**src/sv/ppp_tx_pkg.sv**
```systemverilog
// Package for the PPP asynchronous HDLC transmit framer.
// Holds the byte and run-entry types, the framing constants and the FCS-16 byte update.
// No dependencies.
package ppp_tx_pkg;

    typedef logic [7:0]  t_byte;
    typedef logic [15:0] t_crc;

    localparam t_byte FLAG_BYTE = 8'h7E;
    localparam t_byte ESC_BYTE  = 8'h7D;
    localparam t_byte ESC_XOR   = 8'h20;
    localparam t_crc  CRC_POLY  = 16'h8408;
    localparam t_crc  CRC_SEED  = 16'hFFFF;

    // Longest run one item can cause: opening flag, escaped data byte,
    // two escaped FCS bytes and the closing flag.
    localparam int RUN_MAX = 8;
    localparam int RUN_IW  = $clog2(RUN_MAX);
    localparam int RUN_CW  = $clog2(RUN_MAX + 1);

    typedef struct packed {
        logic  closed;
        t_byte lbyte;
    } t_entry;

    typedef struct packed {
        logic  two;
        t_byte b0;
        t_byte b1;
    } t_esc;

    // Reflected CRC-16 update over one byte.
    function automatic t_crc crc_byte(input t_crc crc, input t_byte b);
        t_crc v;
        v = {8'h00, crc[7:0] ^ b};
        for (int k = 0; k < 8; k++) begin
            if (v[0]) begin
                v = (v >> 1) ^ CRC_POLY;
            end else begin
                v = v >> 1;
            end
        end
        return v ^ {8'h00, crc[15:8]};
    endfunction

    // Control characters and the two reserved codes go out as an escape pair.
    function automatic t_esc escape(input t_byte b);
        t_esc e;
        e.two = (b < 8'h20) || (b == ESC_BYTE) || (b == FLAG_BYTE);
        e.b0  = e.two ? ESC_BYTE : b;
        e.b1  = b ^ ESC_XOR;
        return e;
    endfunction

endpackage

```
**src/sv/ppp_hdlc_tx_framer.sv**
```systemverilog
// PPP asynchronous HDLC transmit framer: flags, byte escaping and FCS-16.
// The first line byte of an item is offered from the run buffer once the item has moved on from the input register.
// Throughput: one line byte per cycle while i_out_ready is high; an item expands to 1 to 8
// line bytes in the run buffer, while the input register takes the next item. Synchronous
// active-low reset empties both stages, closes any frame and reseeds the CRC to 0xFFFF.
module ppp_hdlc_tx_framer (
    input  logic               i_clk,
    input  logic               i_rst_n,
    input  logic               i_in_valid,
    output logic               o_in_ready,
    input  ppp_tx_pkg::t_byte  i_data_byte,
    input  logic               i_frame_start,
    input  logic               i_frame_end,
    output logic               o_out_valid,
    input  logic               i_out_ready,
    output ppp_tx_pkg::t_byte  o_line_byte,
    output logic               o_run_last,
    output logic               o_frame_closed
);
    import ppp_tx_pkg::*;

    // Input register.
    logic        r_a_valid;
    t_byte       r_a_byte;
    logic        r_a_start;
    logic        r_a_end;

    // Framing state.
    t_crc        r_crc;
    logic        r_in_frame;

    // Run buffer: entry 0 is on the line, the rest shift down as bytes are taken.
    t_entry      r_run [RUN_MAX];
    logic [RUN_CW-1:0] r_cnt;

    logic        move;
    logic        out_take;
    logic        opening;
    t_crc        crc_base;
    t_crc        crc_new;
    t_crc        fcs;
    t_esc        e_data;
    t_esc        e_lo;
    t_esc        e_hi;
    t_entry      n_run [RUN_MAX];
    logic [RUN_CW-1:0] n_cnt;

    assign out_take   = o_out_valid && i_out_ready;
    assign move       = r_a_valid && ((r_cnt == '0) ||
                        ((r_cnt == RUN_CW'(1)) && i_out_ready));
    assign o_in_ready = !r_a_valid || move;

    assign opening  = r_a_start || !r_in_frame;
    assign crc_base = opening ? CRC_SEED : r_crc;
    assign crc_new  = crc_byte(crc_base, r_a_byte);
    assign fcs      = ~crc_new;
    assign e_data   = escape(r_a_byte);
    assign e_lo     = escape(fcs[7:0]);
    assign e_hi     = escape(fcs[15:8]);

    // Pack the pieces of the run one after another.
    always_comb begin
        logic [RUN_CW-1:0] k;
        k = '0;
        for (int i = 0; i < RUN_MAX; i++) begin
            n_run[i] = '0;
        end
        if (opening) begin
            n_run[k[RUN_IW-1:0]] = '{closed: 1'b0, lbyte: FLAG_BYTE};
            k = k + RUN_CW'(1);
        end
        n_run[k[RUN_IW-1:0]] = '{closed: 1'b0, lbyte: e_data.b0};
        n_run[k[RUN_IW-1:0] + RUN_IW'(1)] = '{closed: 1'b0, lbyte: e_data.b1};
        k = k + RUN_CW'(1) + RUN_CW'(e_data.two);
        if (r_a_end) begin
            n_run[k[RUN_IW-1:0]] = '{closed: 1'b0, lbyte: e_lo.b0};
            n_run[k[RUN_IW-1:0] + RUN_IW'(1)] = '{closed: 1'b0, lbyte: e_lo.b1};
            k = k + RUN_CW'(1) + RUN_CW'(e_lo.two);
            n_run[k[RUN_IW-1:0]] = '{closed: 1'b0, lbyte: e_hi.b0};
            n_run[k[RUN_IW-1:0] + RUN_IW'(1)] = '{closed: 1'b0, lbyte: e_hi.b1};
            k = k + RUN_CW'(1) + RUN_CW'(e_hi.two);
            n_run[k[RUN_IW-1:0]] = '{closed: 1'b1, lbyte: FLAG_BYTE};
            k = k + RUN_CW'(1);
        end
        n_cnt = k;
    end

    always_ff @(posedge i_clk) begin
        if (!i_rst_n) begin
            r_a_valid  <= 1'b0;
            r_crc      <= CRC_SEED;
            r_in_frame <= 1'b0;
            r_cnt      <= '0;
        end else begin
            if (o_in_ready) begin
                r_a_valid <= i_in_valid;
            end
            if (move) begin
                r_cnt      <= n_cnt;
                r_in_frame <= !r_a_end;
                r_crc      <= r_a_end ? CRC_SEED : crc_new;
            end else if (out_take) begin
                r_cnt <= r_cnt - RUN_CW'(1);
            end
        end
    end

    always_ff @(posedge i_clk) begin
        if (o_in_ready && i_in_valid) begin
            r_a_byte  <= i_data_byte;
            r_a_start <= i_frame_start;
            r_a_end   <= i_frame_end;
        end
        if (move) begin
            r_run <= n_run;
        end else if (out_take) begin
            for (int i = 0; i < RUN_MAX - 1; i++) begin
                r_run[i] <= r_run[i + 1];
            end
        end
    end

    assign o_out_valid    = (r_cnt != '0);
    assign o_line_byte    = r_run[0].lbyte;
    assign o_run_last     = (r_cnt == RUN_CW'(1));
    assign o_frame_closed = r_run[0].closed;

    // The closing flag is always the last byte of its item's run.
    a_closed_is_last: assert property (@(posedge i_clk) disable iff (!i_rst_n)
        (o_out_valid && o_frame_closed) |-> (o_run_last && (o_line_byte == FLAG_BYTE)))
        else $error("closing flag not last or not a flag");

    // A frame end closes the frame and reseeds the CRC.
    a_end_closes: assert property (@(posedge i_clk) disable iff (!i_rst_n)
        (move && r_a_end) |=> (!r_in_frame && (r_crc == CRC_SEED)))
        else $error("frame state not cleared after frame end");

    // A new run is loaded only into an empty or draining buffer.
    a_no_overrun: assert property (@(posedge i_clk) disable iff (!i_rst_n)
        move |-> ((r_cnt == '0) || (o_run_last && i_out_ready)))
        else $error("run buffer overwritten before it drained");

    // A run that waits on the line does not change.
    a_stall_holds: assert property (@(posedge i_clk) disable iff (!i_rst_n)
        (o_out_valid && !i_out_ready) |=> (o_out_valid && $stable(o_line_byte)))
        else $error("line byte changed while stalled");

endmodule
```
**config.mk**
```make
export PLATFORM = sky130hd
export DESIGN_NAME = ppp_hdlc_tx_framer
export DESIGN_NICKNAME = d
export VERILOG_FILES = /design/src/sv/ppp_tx_pkg.sv /design/src/sv/ppp_hdlc_tx_framer.sv
export SDC_FILE = /design/constraint.sdc
export NUM_CORES = 1
export LEC_CHECK = 0
export ABC_AREA = 1
export BUFFER_PORTS_ARGS = -buffer_cell sky130_fd_sc_hd__buf_2
export CAP_MARGIN = 20
export CORE_ASPECT_RATIO = 1.2
export CORE_UTILIZATION = 32
export CTS_CLUSTER_SIZE = 20
export DETAILED_ROUTE_END_ITERATION = 12
export PLACE_DENSITY = 0.58
export SLEW_MARGIN = 20
export SYNTH_ARGS = -nofsm -noshare
export SYNTH_HDL_FRONTEND = slang
export SYNTH_SLANG_ARGS = --single-unit
export TNS_END_PERCENT = 50
```
**constraint.sdc**
```tcl
create_clock -name i_clk -period 4.77 [get_ports i_clk]
set_input_delay 0.2385 -clock i_clk [delete_from_list [all_inputs] [get_ports i_clk]]
set_output_delay 0.2385 -clock i_clk [all_outputs]
set_load 0.05 [all_outputs]
```
* Word-level counts from Yosys, hierarchy flattened
Cells that the tools add are included.
W data, S select, Z words.
** Cells by class
- Bitwise operators :: 24
- Add/sub/neg operators :: 11
- Reduce and logical (&&, ||, !) cells :: 26
- Equality and inequality tests :: 7
- $lt $le $gt $ge :: 17
- Mux-type cells :: 41
** Operators with widths (number)
- $bwmux W72 :: 6
- $demux W9 S3 :: 7
- $mux W16 :: 10
- $mux W63 :: 2
- $mux W72 :: 1
- $mux W9 :: 7
- $or A56 B56 Y56 :: 1
- $eq A8 B7 Y1 const B :: 6
- $not A16 Y16 :: 2
- $ge A4 B4 Y1 const B :: 7
- $lt A4 B1 Y1 const B :: 7
- $lt A8 B6 Y1 const B :: 3
- $mux W8 :: 3
- $not A2 Y3 :: 7
- $not A3 Y4 :: 5
- $and A16 B16 Y16 :: 1
- $xor A16 B8 Y16 :: 1
- $mux W4 :: 3
- $logic_and A1 B1 Y1 :: 11
- $logic_or A1 B1 Y1 :: 9
- $add A4 B1 Y4 :: 2
- $add A4 B1 Y4 const B :: 2
- $xor A8 B8 Y8 :: 1
- $mux W7 :: 1
- 15 further kinds :: 21
** Storage, ports and cells
- Output and inout bits :: 12
- Flip-flop bits (word level) :: 104

* Depth between registers and ports, before layout
Gate-level depths: netlist of run 1.
- Depth in word-level cells :: 37
- Depth in mapped cells :: 30
- Mapped depth without buffers :: 29

* Least setup slack after synthesis of run 1
OpenSTA, ideal clock, no wires.
- Path type :: register to register
- Start point :: reg r_cnt[0]
- End point :: reg r_cnt[0]
- Setup slack :: -0.386 ns
- Stages on the path, launching flop included :: 8
- Data arrival time :: 5.027 ns
- Data required time :: 4.642 ns
- Setup time :: 0.128 ns
- Buffers on the path :: 0
- Path through :: dfxtp_1 > inv_1 > ha_1 > nand3_1 > o21ai_1 > o221ai_1 > o221ai_1 > inv_1
** RTL lines
- start: declaration :: line ppp_hdlc_tx_framer.sv:34 : logic [RUN_CW-1:0] r_cnt;
- start signal: assignment :: line ppp_hdlc_tx_framer.sv:99 : r_cnt <= n_cnt;
- start signal: assignment :: line ppp_hdlc_tx_framer.sv:103 : r_cnt <= r_cnt - RUN_CW'(1);
- $reduce_bool A4 Y1 :: line ppp_hdlc_tx_framer.sv:123 : assign o_out_valid = (r_cnt != '0);
- via o_out_valid :: line ppp_hdlc_tx_framer.sv:14 : output logic o_out_valid,
- $logic_and A1 B1 Y1 :: line ppp_hdlc_tx_framer.sv:48 : assign out_take = o_out_valid && i_out_ready;
- $reduce_bool A2 Y1 (no line)
The timed path passes the listed nets, and every way through them passes these cells. The select of a mux whose other input is x is not followed.
A chain may end at the register's enable or synchronous reset.

* Final worst setup path of run 1
- Start point :: reg r_a_start
- End point :: reg r_run[19] in the netlist's numbering (data pin)
** Between the ends
- Word-level cells in the longest chain between the ends :: 28
** RTL lines
- start: declaration :: line ppp_hdlc_tx_framer.sv:25 : logic r_a_start;
- start signal: assignment :: line ppp_hdlc_tx_framer.sv:111 : r_a_start <= i_frame_start;
- $logic_or A1 B1 Y1 (*) :: line ppp_hdlc_tx_framer.sv:53 : assign opening = r_a_start || !r_in_frame;
- $mux W16 :: line ppp_hdlc_tx_framer.sv:54 : assign crc_base = opening ? CRC_SEED : r_crc;
- $xor A8 B8 Y8 :: line ppp_tx_pkg.sv:35 : v = {8'h00, crc[7:0] ^ b};
- $not A1 Y3 (no line) or $mux W16 (tied branches)
- $mux W16 or $not A2 Y3 (tied branches) (3 in a row)
- $mux W16 (3 in a row) :: line ppp_tx_pkg.sv:37 : if (v[0]) begin
- $mux W16 or $not A2 Y3 (tied branches)
- $mux W16 :: line ppp_tx_pkg.sv:37
- (+8 left out)
- $not A3 Y4 (not written as such), or another cell as far along :: line ppp_hdlc_tx_framer.sv:82 : n_run[k[RUN_IW-1:0]] = '{closed: 1'b1, lbyte: FLAG_BYTE};
- $ge A4 B4 Y1 (not written as such), or another cell as far along :: line ppp_hdlc_tx_framer.sv:82
- $logic_and A1 B1 Y1 (not written as such), or another cell as far along :: line ppp_hdlc_tx_framer.sv:82
- $mux W9 (not written as such), or another cell as far along :: line ppp_hdlc_tx_framer.sv:82
- $demux W9 S3 or $bwmux W72 (tied branches) :: line ppp_hdlc_tx_framer.sv:82, ppp_hdlc_tx_framer.sv:80
- $or A56 B56 Y56 (no line)
- $mux W72 (*) :: line ppp_hdlc_tx_framer.sv:75 : if (r_a_end) begin
- $mux W63 (*) :: line ppp_hdlc_tx_framer.sv:114 : if (move) begin
- end signal: assignment :: line ppp_hdlc_tx_framer.sv:115 : r_run <= n_run;
- end signal: indexed assignment :: line ppp_hdlc_tx_framer.sv:118 : r_run[i] <= r_run[i + 1];
- end: declaration :: line ppp_hdlc_tx_framer.sv:33 : t_entry r_run [RUN_MAX];
Every way passes the cells marked *; elsewhere a longest branch is shown, timed or not.

==> metrics.md, run 1 <==
| Metric | Value |
|---|---|
| Yosys reg bits | `between 100 and 150` |
| CTS tree | `yes` |
| Post-synth top area cell | `edfxtp_1` |
| Setup ws final | `about 0.34 ns` |
| Synth Instances | `about 1.1k` |
| Final period util | `~93%` |
| Async set-reset flop share out of synthesis | `0%` |
| Filler cells | `approximately 2.5k` |
| Max clock buf depth | `2` |
| Synth area leaders | `edfxtp_1, nand2_1, o21ai_0, inv_1, dfxtp_1` |
| Pre-CTS WS | `0.277 ns` |
| RSZ-0062 raised after global routing | `false` |
| Worst EP required | `4.90 ns` |
| Initial antenna violation count | `0` |
| IR drop worst, VDD | `roughly 0.5 mV` |
| Num CTS Buffers | `9` |
| H-tree depth | `3` |
| Largest net degree at the start of global routing | `64` |
| Tmin final | `around 4.4 ns` |
| Final Max Slew Viols | `0` |
| Crit path launch type | `register` |
| CTS root buf | `clkbuf_16` |
| Placeable core area | `roughly 23000 sq um` |
| Ports | `26` |
| Final setup fails | `0` |
| Routability cong. | `around 1` |
| GRT overflow | `0` |
| Worst Tran Pin Value | `0.860 ns` |
| Number of synthesized flops with an enable pin | `82` |
| Ant diodes | `0` |
| Starting Density | `about a third` |
| Area Overhead vs Synth | `11.3%` |
| GR met3 Demand/Resource | `3.95%` |
| PwrDens | `630 nW/um^2` |
| Layout cell share with drive strength beyond 1 | `11.5%` |
| Cell variety after synth | `45` |
| Mapped Area | `7610 sq um` |
| Hpwl dp | `around 20 mm` |
| Final cell count without fillers | `between 1k and 1.5k` |
| Max Cap Violations | `0` |
| Reg clk slew, reported paths | `about 0.080 ns` |
| Status | `finished clean` |
| Met2 GRT Util | `39.1%` |
| Worst rel slew slack | `42.7%` |
| Ys flop type | `edfxtp_1` |
| Vias | `approximately 7.6k` |
| DRT iter0 DRCs | `730` |
| Port Buffer Count | `25` |
| Syn. warnings | `0` |
| Tot GR Track Use | `between 20% and 30%` |
| Critical path class | `register to register` |
| Hold Violations, Final | `0` |
| CP endpoint kind | `register` |
| Reg2reg path depth | `26` |
| Vert. Die Dim | `171 um` |
| Worst-Skew Late Latency | `approximately 0.37 ns` |
| Post-DRT Antenna Nets | `0` |
| Mean post-synth cell area | `6.87 sq um` |
| Synth top area share | `between 30% and 40%` |
| Placed Area | `about 8100 sq um` |
| CP max FO | `7` |
| Number of global-route vias before repair | `slightly above 7k` |
| Leakage power | `slightly below 4 nW` |
| Routed WL per cell | `around 19 um` |
| Floorplan die width | `approximately 140 um` |
| CTS Sinks | `about 100` |
| Hold Path Class | `input pin to register` |
| Core Util, Final | `36.4%` |
| First-pass GRT wire length | `approximately 43 mm` |
| DR pass1 iterations | `5` |
| Dpl cells | `1429` |
| Final #Nets | `about 1.2k` |
| Vias/cell | `roughly 5.2` |
| DRT Wirelength | `approximately 28 mm` |
| Drc violations | `0` |
| Final Skew | `between 0.01 and 0.015 ns` |
| Max Fclk | `approximately 230 MHz` |
| Seq/Total Area, Yosys | `about two fifths` |
| Synthesized net count | `around 1.1k` |
| Met1 Resource Use GR | `29.4%` |
| Crit path DAT | `between 4 and 5 ns` |
| Setup TNS | `0 ns` |
| Final instance area | `8480 sq um` |
| Full die area | `about 24000 sq um` |
| GRT Max-Usage Layer | `met2` |
| Row Count | `61` |
| Hold depth | `1` |
==> routing by layer <==
metal  routed length [um]  vias up
li1                     -     3643
met1                11600     3574
met2                13100      299
met3                 1780       84
met4                 1330        0
met5                    0        -
==> layout make-up <==
| class | instances | area (sq um) | share of cell area (%) |
|---|---|---|---|
| flip-flops and latches | 104 | 2900 | 34.3 |
| well taps | 315 | 394 | 4.65 |
| clock buffers | 10 | 229 | 2.70 |
| clock inverters | 6 | 86.3 | 1.02 |
| repair buffers | 62 | 403 | 4.75 |
| multi-input cells | 820 | 3960 | 46.7 |
| inverters | 133 | 499 | 5.89 |
==> final timing paths <==
kind	startpoint	end	slack, ns
worst max-delay path	r_a_start	r_run[19]	0.34
worst min-delay path	i_frame_start	r_a_start	0.03
worst max register to register	r_a_start	r_run[19]	0.34
worst min register to register	r_crc[12]	r_crc[12]	0.49
==> flip-flops by register name (all words and copies together) (netlist names) <==
register	count
o_frame_closed	1
o_line_byte	8
r_a_byte	8
r_a_end	1
r_a_start	1
r_a_valid	1
r_cnt	4
r_crc	16
r_in_frame	1
r_run	63
==> cell families (layout without fill, tap and decap cells) <==
family                   Yosys count  in the layout  share of synthesized area [%]
flip-flops                       104            104                           38.1
adder cells (fa/ha/maj)           17             17                           2.89
AO/OA/AOI/OAI                    191            191                           14.3
XOR/XNOR                           2              2                          0.329
AND/OR/NAND/NOR                  609            610                           34.1
buffers and inverters            185            211                           10.3
==> power breakdown <==
part	switching [mW]	total, mW	internal [mW]
logic	2.05	2.85	0.801
clock network	0.389	0.812	0.423
registers	0.136	1.67	1.54
==> what timing repair did <==
item / 4_1_cts / 5_1_grt
buffers inserted: 0 / 4
setup endpoints to repair: 0 / 16
gates resized for setup: 0 / 7
hold buffers: 0 / 0
==> stage by stage <==
stage	hold slack, ns	total power [mW]
after floorplan	0.337	3.65
after global placement	0.416	4.48
after detailed placement	0.417	4.49
after CTS	0.0335	5.31
after global routing	0.0231	5.71
final	0.0337	5.34
==> critical path, stage by stage (launching register included) <==
cell and delay [ns]:
edfxtp_1 0.51, nor2_4 0.21, nand2_1 0.09, nand2_1 0.07, nand2_1 0.11, nand2_1 0.10
nand2_2 0.16, nand2_1 0.12, nand2_2 0.15, nand2_1 0.10, nand2_1 0.06, inv_1 0.09
nand2_4 0.10, nand2_4 0.07, inv_1 0.06, fa_1 0.53, ha_1 0.16, inv_1 0.04
ha_1 0.17, or2_2 0.29, nand2_1 0.10, inv_1 0.08, nand2_1 0.16, inv_1 0.09
a221oi_1 0.22, o21ai_0 0.14, a22o_1 0.19
==> placed cells by master (no fill, tap or decap), drive strengths merged, types with 16 or more instances in the layout <==
master | Yosys | layout
nand2 | 443 | 443
inv | 130 | 133
o21ai | 108 | 108
edfxtp | 82 | 82
nor2 | 74 | 75
nand3 | 72 | 72
buf | 21 | 62
a21oi | 28 | 28
o22ai | 23 | 23
dfxtp | 22 | 22
ha | 16 | 16
==> synth_stat cells (2+ instances only) <==
| cell type | number |
|---|---|
| clkbuf_1 | 31 |
| a221oi_1 | 3 |
| a21oi_1 | 28 |
| a22oi_1 | 2 |
| nand2_1 | 417 |
| o211ai_1 | 6 |
| o21ai_1 | 7 |
| buf_4 | 9 |
| o311ai_0 | 2 |
| edfxtp_1 | 82 |
| nand3_1 | 66 |
| inv_1 | 129 |
| a211oi_1 | 3 |
| nand2_2 | 21 |
| nor2_1 | 67 |
| nor2_4 | 3 |
| ha_1 | 16 |
| or2_2 | 3 |
| dfxtp_1 | 22 |
| nand3b_1 | 4 |
| o22ai_1 | 23 |
| o221ai_1 | 6 |
| buf_2 | 6 |
| nor3b_1 | 2 |
| nor3_1 | 4 |
| o21ai_0 | 101 |
| nand4_1 | 6 |
| nand3_2 | 5 |
| nor2_2 | 4 |
| nand2_4 | 5 |
| buf_6 | 4 |
| clkinv_1 | 3 |
| o21bai_1 | 4 |
| a22o_1 | 3 |
Power figures use the tool's default switching activity.
==> inputs of run 2 (changes only) <==
--- a/config.mk
+++ b/config.mk
@@ -12,7 +12,7 @@
 export CORE_UTILIZATION = 32
 export CTS_CLUSTER_SIZE = 20
 export DETAILED_ROUTE_END_ITERATION = 12
-export PLACE_DENSITY = 0.58
+export PLACE_DENSITY = 0.57
 export SLEW_MARGIN = 20
 export SYNTH_ARGS = -nofsm -noshare
 export SYNTH_HDL_FRONTEND = slang
==> constraint.sdc (replaced) <==
create_clock -name i_clk -period 4.42 [get_ports i_clk]
set_input_delay 0.221 -clock i_clk [delete_from_list [all_inputs] [get_ports i_clk]]
set_output_delay 0.221 -clock i_clk [all_outputs]
set_load 0.05 [all_outputs]
==> metrics.md, run 2 (synthesis gave the netlist of run 1 again) <==
| Metric | Value |
|---|---|
| Status | `finished clean` |
| Vert. Die Dim | `171 um (unchanged)` |
| Number of global-route vias before repair | `7276 (+0.54%)` |
| Max Cap Violations | `0 (unchanged)` |
| Post-CTS Hold Buffers | `0 (unchanged)` |
| Worst EP required | `4.54 ns (-0.36 ns)` |
| Max FFs per register | `63 (unchanged)` |
| Critical path class | `register to register` |
| DRT Wirelength | `27.0 mm (-3.1%)` |
| PwrDens | `666 nW/um^2 (+5.7%)` |
| Slowest cell on the critical path | `fa_1` |
| Worst rel slew slack | `49.6% (+6.9 points)` |
| Worst-Skew Late Latency | `0.36 ns (about the same)` |
| Tot GR Track Use | `23.2% (-0.47 points)` |
| DRT iter0 DRCs | `520 (-29%)` |
| Filler cells | `2490 (-0.24%)` |
| First-pass GRT wire length | `41.8 mm (-1.7%)` |
| DR pass1 iterations | `5 (unchanged)` |
| Dpl cells | `1449 (+1.4%)` |
| Max clock buf depth | `2 (unchanged)` |
| Port Buffer Count | `25 (unchanged)` |
| Hold_ws | `0.0296 ns (-0.00403 ns)` |
| CP endpoint kind | `register` |
| Initial antenna violation count | `0 (unchanged)` |
| End of the worst hold path | `r_a_byte[4]` |
| Hold Path Class | `input pin to register` |
| Largest regs | `r_run (63), r_crc (16)` |
| RR Startpoint | `r_a_start` |
| Core Util, Final | `36.9% (+0.48 points)` |
| Crit path launch type | `register` |
| Final #Nets | `1176 (+1.3%)` |
| Hold Violations, Final | `0 (unchanged)` |
| Postcts setup bufs | `0 (unchanged)` |
| Placeable core area | `23300 sq um (unchanged)` |
| Commonest non-fill, non-tap cell in the layout | `nand2_1` |
| Routed WL per cell | `18.4 um (-4.0%)` |
| Leakage power | `4.03 nW (+1.9%)` |
| Full die area | `24400 sq um (unchanged)` |
| CP max FO | `20 (+13)` |
| Final Max Slew Viols | `0 (unchanged)` |
| Hold depth | `1 (unchanged)` |
| RSZ-0062 raised after global routing | `true` |
| CTS Sinks | `104 (unchanged)` |
| Ant diodes | `0 (unchanged)` |
| Area Overhead vs Synth | `12.8%` |
| Num CTS Buffers | `9 (unchanged)` |
| IR drop worst, VDD | `0.522 mV (+5.6%)` |
| Largest net degree at the start of global routing | `45 (-30%)` |
| Reg2Reg Setup Slack | `0.30 ns (-0.03 ns)` |
| Final cell count without fillers | `1465 (+1.0%)` |
| Final Skew | `0.0123 ns (-0.00157 ns)` |
| Hpwl dp | `20.4 mm (-0.56%)` |
| Crit Reg-Reg Endpoint | `r_run[19]` |
| Final setup fails | `0 (unchanged)` |
| Max Fclk | `243 MHz (+7.7%)` |
| Tmin final | `4.12 ns (-0.315 ns)` |
| Row Count | `61 (unchanged)` |
| Vias | `7553 (-0.62%)` |
| Top reg by flops | `r_run` |
| Crit path DAT | `4.24 ns (-0.32 ns)` |
| CTS tree | `yes` |
| Crit-path max cell delay | `0.51 ns (-0.02 ns)` |
| Commonest cells after routing, fill and taps aside | `nand2_1, inv_1, o21ai_0, edfxtp_1, nand3_1` |
| Pre-CTS WS | `0.246 ns (-0.0316 ns)` |
| Setup ws final | `0.302 ns (-0.0345 ns)` |
| Starting Density | `32.7% (unchanged)` |
| H-tree depth | `3 (unchanged)` |
| HP Start | `i_data_byte[4]` |
| Floorplan die width | `143 um (unchanged)` |
| CTS root buf | `clkbuf_16` |
| Routability cong. | `0.997 (+0.28%)` |
| Layout cell share with drive strength beyond 1 | `12.6% (+1.1 points)` |
| Reg2reg path depth | `25 (-3.8%)` |
| Drc violations | `0 (unchanged)` |
| Final period util | `93.2% (+0.22 points)` |
| Reg clk slew, reported paths | `0.08 ns (about the same)` |
| Post-DRT Antenna Nets | `0 (unchanged)` |
| Cts repair resizes | `0 (unchanged)` |
| Vias/cell | `5.16 (-1.6%)` |
| GRT overflow | `0 (unchanged)` |
| Worst Tran Pin Value | `0.756 ns (-0.103 ns)` |
| Ports | `26 (unchanged)` |
==> run 2: cell count changes in the layout (fill, tap and decap cells not counted) <==
cell / before / now
buf_12: 0 / 1
buf_4: 37 / 52
clkbuf_1: 1 / 0
clkinv_2: 0 / 2
clkinv_8: 1 / 0
dfxtp_1: 21 / 22
dfxtp_2: 1 / 0
inv_1: 127 / 128
inv_2: 3 / 2
inv_6: 1 / 2
inv_8: 2 / 1
nor2_2: 6 / 5
==> run 2: per-layer routing <==
metal  vias to the layer above  track usage (%)  wire, um
met5                         -                0         0
met1                      3487             27.9     11200
met3                        78             3.64      1650
met2                       310             40.1     12900
li1                       3678                -         -
met4                         0             11.2      1200
==> run 2: worst max-delay path, delay by kind of cell, from the launching register on <==
kind / cells / cell delay, ns
flip-flops: 1 / 0.42
AO/OA/AOI/OAI: 3 / 0.49
buffers and inverters: 6 / 0.62
AND/OR/NAND/NOR: 13 / 1.50
adder cells (fa/ha/maj): 3 / 0.83
==> run 2: layout make-up <==
| class | instances | area, sq um | area share, % |
|---|---|---|---|
| Clock buffer | 9 | 225 | 2.62 |
| Clock inverter | 7 | 77.6 | 0.903 |
| Inverter | 133 | 499 | 5.81 |
| Multi-Input combinational cell | 819 | 3960 | 46.0 |
| Sequential cell | 104 | 2900 | 33.8 |
| Tap cell | 315 | 394 | 4.59 |
| Timing Repair Buffer | 78 | 536 | 6.23 |
==> run 2: worst max-delay path by stage <==
stage	startpoint	to	slack, ns	cells past startpoint
final	r_a_start	r_run[19]	0.30	25
after global routing	r_a_start	r_run[19]	-0.02	26
after CTS	r_a_start	r_run[19]	0.22	26
after detailed placement	r_a_start	r_run[19]	0.25	26
after global placement	r_a_start	r_run[19]	0.32	25
after floorplan	r_a_start	r_run[19]	0.18	22
==> run 2: through the flow <==
step	power, mW	setup TNS [ns]	instance area [sq um]
final	5.72	0	8590
after global routing	6.13	-0.0349	8590
after CTS	5.71	0	8580
after detailed placement	4.86	0	8270
after global placement	4.85	0	8270
after floorplan	3.94	0	7620
==> run 2: power breakdown <==
part	switching, mW	internal, mW
Combinational	2.17	0.903
Clock	0.399	0.447
Sequential	0.144	1.66
